File: src/sv/pfa_pkg.sv
// ----------------------------------------------------------------------------
// pfa_pkg
// Constants and the LFSR step function shared by the paged frame allocator modules.
// ----------------------------------------------------------------------------
package pfa_pkg;

  localparam logic [1:0] REQ_ADD       = 2'd0;
  localparam logic [1:0] REQ_TRANSLATE = 2'd1;
  localparam logic [1:0] REQ_DELETE    = 2'd2;

  localparam logic [1:0] ST_OK       = 2'd0;
  localparam logic [1:0] ST_NO_FRAME = 2'd1;
  localparam logic [1:0] ST_NO_SLOT  = 2'd2;
  localparam logic [1:0] ST_INVALID  = 2'd3;

  localparam logic CFG_PAGE_MB     = 1'b0;
  localparam logic CFG_FRAME_COUNT = 1'b1;

  localparam logic [15:0] LFSR_SEED = 16'hACE1;

  // Advance a 16-bit Fibonacci LFSR, taps 16,14,13,11
  function automatic logic [15:0] lfsr_step(input logic [15:0] v);
    logic b;
    b = v[0] ^ v[2] ^ v[3] ^ v[5];
    return {b, v[15:1]};
  endfunction

endpackage

File: src/sv/pfa_div.sv
// ----------------------------------------------------------------------------
// pfa_div
// Radix-2 restoring divider, one quotient bit per cycle, 16 quotient bits.
// ----------------------------------------------------------------------------
module pfa_div
  import pfa_pkg::*;
(
  input  logic        clk,
  input  logic        rst,
  input  logic        start,
  input  logic [15:0] dividend,
  input  logic [12:0] divisor,
  output logic        done,
  output logic [15:0] quotient,
  output logic [15:0] remainder
);

  logic        busy;
  logic [4:0]  count;
  logic [15:0] quo;
  logic [15:0] rem;
  logic [12:0] dsr;
  logic [16:0] trial;

  assign trial = {rem, quo[15]};

  // Shift and subtract one bit per cycle
  always_ff @(posedge clk) begin
    if (rst) begin
      count <= '0;
      busy  <= 1'b0;
      done  <= 1'b0;
    end else begin
      done <= 1'b0;
      if (start) begin
        busy  <= 1'b1;
        count <= 5'd16;
        quo   <= dividend;
        rem   <= '0;
        dsr   <= divisor;
      end else if (busy) begin
        if (trial >= {4'd0, dsr}) begin
          rem <= 16'(trial - {4'd0, dsr});
          quo <= {quo[14:0], 1'b1};
        end else begin
          rem <= trial[15:0];
          quo <= {quo[14:0], 1'b0};
        end
        count <= count - 5'd1;
        if (count == 5'd1) begin
          busy <= 1'b0;
          done <= 1'b1;
        end
      end
    end
  end

  assign quotient  = quo;
  assign remainder = rem;

endmodule

File: config.mk
export PLATFORM = sky130hd
export DESIGN_NAME = pfa_div
export DESIGN_NICKNAME = d
export VERILOG_FILES = /design/src/sv/pfa_pkg.sv /design/src/sv/pfa_div.sv
export SDC_FILE = /design/constraint.sdc
export NUM_CORES = 1
export LEC_CHECK = 0
export ABC_AREA = 1
export BUFFER_PORTS_ARGS = -buffer_cell sky130_fd_sc_hd__buf_2
export CORE_UTILIZATION = 43
export DETAILED_ROUTE_END_ITERATION = 16
export PLACE_DENSITY = 0.68
export SLEW_MARGIN = 40
export SYNTH_ARGS = -nofsm -noshare
export SYNTH_HDL_FRONTEND = slang
export SYNTH_SLANG_ARGS = --single-unit
export TNS_END_PERCENT = 1
File: constraint.sdc
create_clock -name clk -period 5.1 [get_ports clk]
set_input_delay 1.275 -clock clk [delete_from_list [all_inputs] [get_ports clk]]
set_output_delay 1.275 -clock clk [all_outputs]
set_load 0.01 [all_outputs]
==> impl_results.md, run 1 <==
- CP startpoint: start
- Post-Place Worst Slack: 2.02 ns
- Worst r2r dst: quotient[0]$_DFFE_PP_
- Slew Limit Fails: 0
- Die height: 88.1 um
- I/O pin count: 65
- Nets: 519
- Logic gate share of total power: 26.8%
- Setup violations, final: 0
- Hold path start: count[4]$_SDFFE_PP0N_
- Fmax: 0.365 GHz
- Drt pass-1 iters: 4
- Sequential group share of total power: 47.3%
- Class of the most critical setup path: in2reg
- Total GRT Usage: 19.3%
- Initial Utilization: 44.2%
- Leakage Power: 1.94 nW
- ANT nets after route: 0
- VDD IR max: 154 uV
- ANT cells: 0
- Startpoint type of the worst setup path: input pin
- Count of buffers from port buffering: 64
- Worst flop-to-flop path startpoint: remainder[11]$_SDFFCE_PP0P_
- Die width: 88.1 um
- Final hold violation count: 0
- Post-CTS sizing: 0
- Vias in the first global route: 2589
- Reg clk slew, reported paths: 0.10 ns
- Crit-path max FO: 31
- Pwr per Cell Area: 296 mW/mm^2
- Gpl congestion: 0.927
- Worst path arrival time: 2.75 ns
- Post-synthesis net count: 451
- Cts hold-fix bufs: 0
- Synthesized flop and latch total: 52
- Outcome: finished clean
- Seq/Total Area, Yosys: 46.8%
- Avg Inst Size Synth: 7.91 sq um
- Core area: 0.00721 sq mm
- Synthesized-area fraction occupied by xor and xnor cells: 1.92%
- Worst path depth: 5
- CTS tree: done
- Period Utilization, post-route: 53.8%
- Post-synthesis adder-cell area fraction: 6.51%
- # H-tree levels: 2
- Slew Limit Headroom: 60.7%
- Ys Warns: 0
- Maxcap violations: 0
- Setup slack after layout: 2.36 ns
- DR DRC count: 0
- HP Class: reg2reg
- Reg area: 0.00149 sq mm
- Share of layout cells above drive strength 1: 21.2%
- Number of CTS-inserted buffers: 5
- Complex-gate fraction of the synthesized area: 2.86%
- Clock Skews: 0.0145 ns
- GRT overflow: 0
- Crit-path slowest cell: a21oi_4
- Sw frac: 31.8%
- Largest net degree at the start of global routing: 32
- Root Driver: clkbuf_8
- Largest family of logic cells by synthesized area: simple AND/OR/NAND/NOR gates
- Worst Tran Pin Value: 0.588 ns
- R2R cell count: 7
- Final Util: 52.0%
- First-pass GRT wire length: 11500 um
- Mapped Area: 0.00319 sq mm
- RSZ-0062 raised after global routing: false
- Family of cells with the greatest summed delay on the critical path: buffers and inverters
- Part of the power in the clock network: 25.9%
- WL per Instance: 12.1 um
- Buf/Inv on CP: 4
- Post-synthesis mux area share: 0%
- CTS sink cnt: 52
- Worst hold stages: 2
- Skew-Pair Late Insertion Delay: 0.31 ns
- Switch Pwr: 0.000353 W
- Antenna violations before repair: 0
- Layout area overhead: 17.7%
- Total negative slack: 0 ns
- Area of the multi-input gates: 0.00144 sq mm
- Internal: 0.000758 W
- Die ar.: 0.00776 sq mm
- Number of distinct library cells after synthesis: 31
- Crit. End Element: flop
- Postcts setup bufs: 0
- Syn Inst Count: 403
- Worst path cell trace: buf_2 -> inv_1 -> buf_4 -> a21oi_4 -> buf_8
- Post-synthesis simple-gate area fraction: 33.5%
- Fillers: 720
- Hold Path Sink: count[4]$_SDFFE_PP0N_
- Routed vias/inst: 4.68
- FP Rows: 31
- DRT Wirelength: 6890 um
- DR vias: 2670
- Reg2Reg Setup Slack: 2.87 ns
- Critical Path RT: 5.11 ns
- Iter 0 DRT Violations: 109
- Post-DP HPWL: 5230 um
- CTS max path bufs: 2
- Tmin final: 2.74 ns
- Worst path max stage delay: 0.54 ns
## logic make-up after synthesis
group,Yosys count
buffers and inverters,67
AO/OA/AOI/OAI,14
adder cells (fa/ha/maj),16
AND/OR/NAND/NOR,247
XOR/XNOR,7
flip-flops,52
## flip-flops by register name, indices dropped and copies added (netlist names)
signal / cells
busy: 1
dsr: 13
quotient: 16
remainder: 16
done: 1
count: 5
## stage by stage
| step | hold slack, ns | area (sq um) | total power [W] | std cells |
|---|---|---|---|---|
| 2_1_floorplan | 0.442 | 3190 | 0.000748 | 403 |
| 3_3_place_gp | 0.461 | 3620 | 0.000826 | 562 |
| 3_5_place_dp | 0.489 | 3630 | 0.000832 | 563 |
| 4_1_cts | 0.503 | 3750 | 0.00112 | 571 |
| 5_1_grt | 0.531 | 3750 | 0.00118 | 571 |
| 6_report | 0.499 | 3750 | 0.00111 | 571 |
## tightest hold or removal path, stage by stage (launching register included)
cell and delay [ns]:
dfxtp_1 0.32, nand2_1 0.07, a31oi_1 0.07
## worst max-delay path by stage
stage	to	slack, ns
2_1_floorplan	quotient[0]$_DFFE_PP_	1.69
3_3_place_gp	remainder[10]$_SDFFCE_PP0P_	1.89
3_5_place_dp	quotient[8]$_DFFE_PP_	2.02
4_1_cts	remainder[8]$_SDFFCE_PP0P_	2.36
5_1_grt	remainder[8]$_SDFFCE_PP0P_	2.20
6_report	remainder[8]$_SDFFCE_PP0P_	2.36
## layout by cell type, fill, tap and decap left out, types with 4 or more instances in the layout
cell	n
nor2_2	12
xnor2_1	4
nand3b_1	7
a21oi_1	7
inv_1	58
nand4_1	4
buf_2	64
nand2_1	155
nand3_1	14
edfxtp_1	45
clkbuf_8	6
dfxtp_1	7
nor2_1	42
ha_1	15
## power by group through the flow
stage          registers [W]  clock network (W)  logic, W
2_1_floorplan       0.000542                  0  0.000206
3_3_place_gp        0.000536                  0  0.000290
3_5_place_dp        0.000535                  0  0.000297
4_1_cts             0.000526           0.000295  0.000299
5_1_grt             0.000530           0.000310  0.000341
6_report            0.000526           0.000288  0.000297
## cells in the mapped netlist
| cell | number | share of area (%) |
|---|---|---|
| and3_1 | 2 | 0.39 |
| a211oi_1 | 1 | 0.24 |
| a21oi_2 | 1 | 0.27 |
| or2_1 | 1 | 0.20 |
| nand2_4 | 1 | 0.35 |
| xnor2_1 | 4 | 1.1 |
| o21a_1 | 1 | 0.24 |
| nand3b_1 | 7 | 1.6 |
| ha_1 | 15 | 5.9 |
| a21oi_4 | 1 | 0.51 |
| clkbuf_1 | 5 | 0.59 |
| dfxtp_1 | 7 | 4.4 |
| nor2_1 | 42 | 4.9 |
| nand3_1 | 14 | 2.2 |
| a21oi_1 | 8 | 1.3 |
| nand2_2 | 3 | 0.59 |
| nand3_2 | 1 | 0.31 |
| nand4_2 | 1 | 0.39 |
| o21ai_0 | 1 | 0.16 |
| nor2_2 | 12 | 2.4 |
| nor3_1 | 3 | 0.47 |
| nand2_8 | 1 | 0.63 |
| a31oi_1 | 1 | 0.20 |
| edfxtp_1 | 45 | 42 |
| buf_12 | 1 | 0.63 |
| inv_2 | 3 | 0.35 |
| inv_1 | 58 | 6.8 |
| xor2_1 | 3 | 0.82 |
| nand2_1 | 155 | 18 |
| fa_1 | 1 | 0.63 |
| nand4_1 | 4 | 0.78 |
## layer usage
layer	share of wire, %	routed length (um)	vias up	global-route usage (%)
met4	1.1	76	0	5.43
met1	46	3160	1191	24.8
met2	47	3220	76	32.7
met5	0	0	-	0
li1	-	-	1397	-
met3	6.4	439	6	4.34
## layout make-up
| type | instances | area share [%] |
|---|---|---|
| flip-flops and latches | 52 | 39.8 |
| multi-input cells | 284 | 38.4 |
| repair buffers | 67 | 9.34 |
| inverters | 61 | 6.10 |
| well taps | 99 | 3.30 |
| clock buffers | 7 | 2.87 |
| clock inverters | 1 | 0.233 |
(Power assumes the default switching activity.)
==> run 2: changes to the inputs <==
==> constraint.sdc (replaced) <==
create_clock -name clk -period 2.6 [get_ports clk]
set_input_delay 0.65 -clock clk [delete_from_list [all_inputs] [get_ports clk]]
set_output_delay 0.65 -clock clk [all_outputs]
set_load 0.01 [all_outputs]
==> impl_results.md, run 2 (synthesized netlist as in run 1, its figures left out) <==
- CTS max path bufs: 2 (unchanged)
- Slew Limit Headroom: 74.1% (+13 points)
- Fin cells: 573 (+0.35%)
- Placed instance area: 0.00364 sq mm (+0.21%)
- Reg2Reg Setup Slack: 0.45 ns (-2.42 ns)
- Slew Limit Fails: 0 (unchanged)
- Iter 0 DRT Violations: 145 (+33%)
- Final hold violation count: 0 (unchanged)
- Pwr per Cell Area: 575 mW/mm^2 (+94%)
- Class of the most critical setup path: reg2reg
- Drt pass-1 iters: 5 (+1)
- CTS tree: done
- Critical Path RT: 2.65 ns (-2.46 ns)
- Fmax: 0.466 GHz
- Die ar.: 0.00776 sq mm (unchanged)
- CTS sink cnt: 52 (unchanged)
- GRT overflow: 0 (unchanged)
- Postcts setup bufs: 0 (unchanged)
- First-pass GRT wire length: 12300 um (+7.0%)
- FP Rows: 31 (unchanged)
- Tmin final: 2.15 ns
- Cells after DPL: 565 (+0.36%)
- Vias in the first global route: 2611 (+0.85%)
- Startpoint type of the worst setup path: flop
- Gpl congestion: 0.927 (about the same)
- Total GRT Usage: 20.5% (+1.3 points)
- Skew-Pair Late Insertion Delay: 0.31 ns (about the same)
- DRT Wirelength: 7380 um (+7.1%)
- Fillers: 733 (+1.8%)
- ANT cells: 0 (unchanged)
- HP Class: reg2reg
- Share of layout cells above drive strength 1: 21.3% (+0.12 points)
- Initial Utilization: 44.2% (unchanged)
- Final Util: 51.9% (-0.087 points)
- Commonest non-fill, non-tap cells in the layout: 155 x nand2_1, 64 x buf_2, 58 x inv_1
- Setup violations, final: 0 (unchanged)
- Core area: 0.00721 sq mm (unchanged)
- Routed vias/inst: 4.73 (+1.2%)
- Nets: 521 (+0.39%)
- Worst path arrival time: 2.20 ns (-0.55 ns)
- Total negative slack: 0 ns (unchanged)
- Count of buffers from port buffering: 64 (unchanged)
- Post-DP HPWL: 5720 um (+9.3%)
- VDD IR max: 271 uV (+76%)
- Cts hold-fix bufs: 0 (unchanged)
- Crit-path max FO: 19 (-39%)
- WL per Instance: 12.9 um (+6.7%)
- Largest net degree at the start of global routing: 29 (-9.4%)
- Maxcap violations: 0 (unchanged)
- Number of CTS-inserted buffers: 5 (unchanged)
- Reg area: 0.00149 sq mm (unchanged)
- Die height: 88.1 um (unchanged)
- DR vias: 2711 (+1.5%)
- Leakage Power: 1.94 nW (about the same)
- I/O pin count: 65 (unchanged)
- DR DRC count: 0 (unchanged)
- Period Utilization, post-route: 82.6%
- Clock Skews: 0.00758 ns (-0.00689 ns)
- Worst Tran Pin Value: 0.388 ns (-0.200 ns)
- RSZ-0062 raised after global routing: false
- Most common cell after layout, fill and taps aside: nand2_1
- Crit. End Element: flop
- ANT nets after route: 0 (unchanged)
- Outcome: finished clean
- # H-tree levels: 2 (unchanged)
- Reg clk slew, reported paths: 0.10 ns (about the same)
- Fin area: 0.00374 sq mm (-0.17%)
- Area of the multi-input gates: 0.00144 sq mm (unchanged)
- Antenna violations before repair: 0 (unchanged)
- Layout area overhead: 17.5%
- Root Driver: clkbuf_8
- Post-CTS sizing: 0 (unchanged)
- Die width: 88.1 um (unchanged)
==> run 2: through the flow <==
step                worst slack [ns]  power [W]  hold slack [ns]
finish                         0.453    0.00215            0.484
global placement               0.525    0.00163            0.460
floorplan                      0.546    0.00147            0.442
detailed placement             0.468    0.00164            0.469
CTS                            0.461    0.00217            0.485
global route                   0.283    0.00229            0.500
==> run 2: layout make-up <==
| class | instances | area share [%] |
|---|---|---|
| Inverter | 61 | 6.11 |
| Tap cell | 99 | 3.31 |
| Sequential cell | 52 | 39.8 |
| Clock inverter | 1 | 0.134 |
| Timing Repair Buffer | 69 | 9.56 |
| Multi-Input combinational cell | 284 | 38.5 |
| Clock buffer | 7 | 2.61 |
==> run 2: layer usage <==
| layer | vias up | share of wire (%) | track usage, % |
|---|---|---|---|
| li1 | 1403 | - | - |
| met1 | 1183 | 44 | 26.4 |
| met2 | 111 | 46 | 35.4 |
| met4 | 0 | 2.0 | 5.72 |
| met5 | - | 0 | 0 |
| met3 | 14 | 7.5 | 3.96 |
==> run 2: final timing paths <==
path | start | cells after the start | endpoint
max | remainder[11]$_SDFFCE_PP0P_ | 9 | quotient[0]$_DFFE_PP_
min reg2reg | count[4]$_SDFFE_PP0N_ | 2 | count[4]$_SDFFE_PP0N_
min | count[4]$_SDFFE_PP0N_ | 2 | count[4]$_SDFFE_PP0N_
max reg2reg | remainder[11]$_SDFFCE_PP0P_ | 9 | quotient[0]$_DFFE_PP_
==> run 2: worst max-delay path: stages (launching register included) <==
cell      delay, ns
edfxtp_1       0.44
ha_1           0.40
nand2_2        0.13
inv_2          0.05
nand2_1        0.09
nand4_2        0.11
a21oi_4        0.29
nand2_8        0.17
inv_2          0.13
o21ai_0        0.08
==> run 2: power by group <==
group,switching (W),internal [W]
combinational,0.000375,0.000222
sequential,0.0000430,0.000989
clock,0.000277,0.000248
==> run 3: changes to the inputs <==
==> constraint.sdc (replaced) <==
create_clock -name clk -period 2 [get_ports clk]
set_input_delay 0.5 -clock clk [delete_from_list [all_inputs] [get_ports clk]]
set_output_delay 0.5 -clock clk [all_outputs]
set_load 0.01 [all_outputs]
==> impl_results.md, run 3 (synthesized netlist as in run 1, its figures left out) <==
- R2R cell count: 8 (-1)
- Startpoint type of the worst setup path: flop
- # H-tree levels: 2 (unchanged)
- Class of the most critical setup path: reg2reg
- Most common cell after layout, fill and taps aside: nand2_1
- Worst path max stage delay: 0.44 ns (about the same)
- Count of buffers from port buffering: 64 (unchanged)
- Die height: 88.1 um (unchanged)
- Worst path arrival time: 2.01 ns (-0.19 ns)
- Cells after DPL: 597 (+5.7%)
- Sequential group share of total power: 45.4% (-2.5 points)
- Worst Tran Pin Value: 0.361 ns (-0.0274 ns)
- Sw frac: 32.9% (+0.57 points)
- Gpl congestion: 0.963 (+3.9%)
- Internal: 0.00198 W (+35%)
- Part of the power in the clock network: 21.6% (-2.8 points)
- Period Utilization, post-route: 97.0% (+14 points)
- FP Rows: 31 (unchanged)
- GR Util met2: 33.6% (-1.8 points)
- Logic gate share of total power: 32.9% (+5.2 points)
- HP Class: in2reg
- DR DRC count: 0 (unchanged)
- Worst flop-to-flop path startpoint: remainder[11]$_SDFFCE_PP0P_
- Worst path depth: 8 (-1)
- Iter 0 DRT Violations: 106 (-27%)
- Family of cells with the greatest summed delay on the critical path: compound AO/OA/AOI/OAI gates
- Share of layout cells above drive strength 1: 30.8% (+9.5 points)
- Placed instance area: 0.00389 sq mm (+6.9%)
- First-pass GRT wire length: 12100 um (-0.95%)
- Pwr per Cell Area: 704 mW/mm^2 (+22%)
- Fin cells: 608 (+6.1%)
- Tmin final: 1.94 ns (-0.208 ns)
- Grt met3 use: 4.62% (+0.66 points)
- Reg clk slew, reported paths: 0.10 ns (about the same)
- Layout area overhead: 31.2%
- DR vias: 2849 (+5.1%)
- Crit-path max FO: 9 (-10)
- ANT nets after route: 0 (unchanged)
- Slew Limit Headroom: 75.9% (+1.7 points)
- Busiest metal layer after global routing: met2
- Antenna violations before repair: 0 (unchanged)
- Outcome: finished clean
- Worst path cell trace: ha_4 -> a21oi_2 -> nand4_4 -> a21oi_4 -> nand2_8 -> buf_4 -> nor2_2 -> nor2_1
- Hold path start: divisor[9]
- GRT overflow: 0 (unchanged)
- Core area: 0.00721 sq mm (unchanged)
- Critical Path RT: 2.07 ns (-0.58 ns)
- Leakage Power: 2.10 nW (+8.0%)
- VDD IR max: 316 uV (+17%)
- Fin area: 0.00418 sq mm (+12%)
- CTS tree: done
- Crit. End Element: flop
- Switch Pwr: 0.000967 W (+39%)
- CP startpoint: remainder[11]$_SDFFCE_PP0P_
- Skew-Pair Late Insertion Delay: 0.31 ns (about the same)
- Fmax: 0.516 GHz (+11%)
- CTS sink cnt: 52 (unchanged)
- Reg2Reg Setup Slack: 0.06 ns (-0.39 ns)
- Clock Skews: 0.00943 ns (+0.00184 ns)
- Routed vias/inst: 4.69 (-0.96%)
- Maxcap violations: 0 (unchanged)
- Total negative slack: 0 ns (unchanged)
- Worst r2r dst: remainder[2]$_SDFFCE_PP0P_
- Cts hold-fix bufs: 0 (unchanged)
- Total GRT Usage: 20.4% (-0.18 points)
- RSZ-0062 raised after global routing: true
- Final hold violation count: 0 (unchanged)
- WL per Instance: 12.1 um (-5.9%)
- Crit-path slowest cell: edfxtp_1
- Buf/Inv on CP: 1 (-1)
- Crit path to: remainder[2]$_SDFFCE_PP0P_
- Post-DP HPWL: 5520 um (-3.4%)
- Slew Limit Fails: 0 (unchanged)
- Initial Utilization: 44.2% (unchanged)
- ANT cells: 0 (unchanged)
- Setup violations, final: 0 (unchanged)
- Drt pass-1 iters: 4 (-1)
- Commonest non-fill, non-tap cells in the layout: 151 x nand2_1, 64 x buf_2, 57 x inv_1
- DRT Wirelength: 7370 um (-0.15%)
- M1 GR Usage: 26.1% (-0.27 points)
- Die width: 88.1 um (unchanged)
- Number of CTS-inserted buffers: 5 (unchanged)
- Vias in the first global route: 2730 (+4.6%)
- Die ar.: 0.00776 sq mm (unchanged)
- I/O pin count: 65 (unchanged)
- Largest net degree at the start of global routing: 29 (unchanged)
- Nets: 556 (+6.7%)
- Root Driver: clkbuf_8
- CTS max path bufs: 2 (unchanged)
-- run 3: cell types whose count changed in the layout (fill, tap and decap cells not counted), sizes merged --
cell	change
clkbuf	-1
inv	+2
buf	+35
clkinv	-1
-- run 3: metrics by stage --
| step | power (W) | setup slack, ns | hold WS, ns | utilization [%] |
|---|---|---|---|---|
| 3_3_place_gp | 0.00222 | -0.00243 | 0.462 | 54.0 |
| 2_1_floorplan | 0.00191 | -0.0322 | 0.442 | - |
| 4_1_cts | 0.00289 | 0.00107 | 0.350 | 56.0 |
| 5_1_grt | 0.00314 | -0.0798 | 0.335 | 58.0 |
| 6_report | 0.00294 | 0.0607 | 0.357 | 58.0 |
| 3_5_place_dp | 0.00223 | -0.0454 | 0.472 | 54.0 |
-- run 3: repair_timing --
| action | 4_1_cts | 5_1_grt |
|---|---|---|
| gates resized for setup | 6 | 19 |
| setup endpoints to repair | 16 | 17 |
| pin swaps | 0 | 2 |
| buffers inserted | 0 | 3 |
-- run 3: routing by layer --
layer / routed length, um / vias to the layer above
met3: 463 / 12
met4: 155 / 0
li1: - / 1474
met1: 3330 / 1278
met2: 3420 / 85
met5: 0 / -
-- run 3: area by class of cell --
type | count | area [sq um]
clock buffer | 6 | 72.6
clock inverter | 2 | 17.5
fill | 678 | 3030
inverter | 61 | 229
multi-input combinational | 284 | 1610
sequential | 52 | 1490
tap | 99 | 124
timing repair buffer | 104 | 633
-- run 3: worst min path at each step --
stage,endpoint,slack [ns],cells after the start
final,dsr[9]$_DFFE_PP_,0.36,1
after global routing,dsr[9]$_DFFE_PP_,0.34,1
after CTS,dsr[9]$_DFFE_PP_,0.35,1
after detailed placement,count[4]$_SDFFE_PP0N_,0.47,2
after global placement,count[4]$_SDFFE_PP0N_,0.46,2
after floorplan,count[4]$_SDFFE_PP0N_,0.44,2
-- run 3: power groups by stage --
stage | Sequential, W | Clock, W | Combinational (W)
finish | 0.00134 | 0.000636 | 0.000969
CTS | 0.00133 | 0.000651 | 0.000910
global route | 0.00135 | 0.000703 | 0.00109
global placement | 0.00135 | 0 | 0.000868
floorplan | 0.00138 | 0 | 0.000525
detailed placement | 0.00135 | 0 | 0.000882
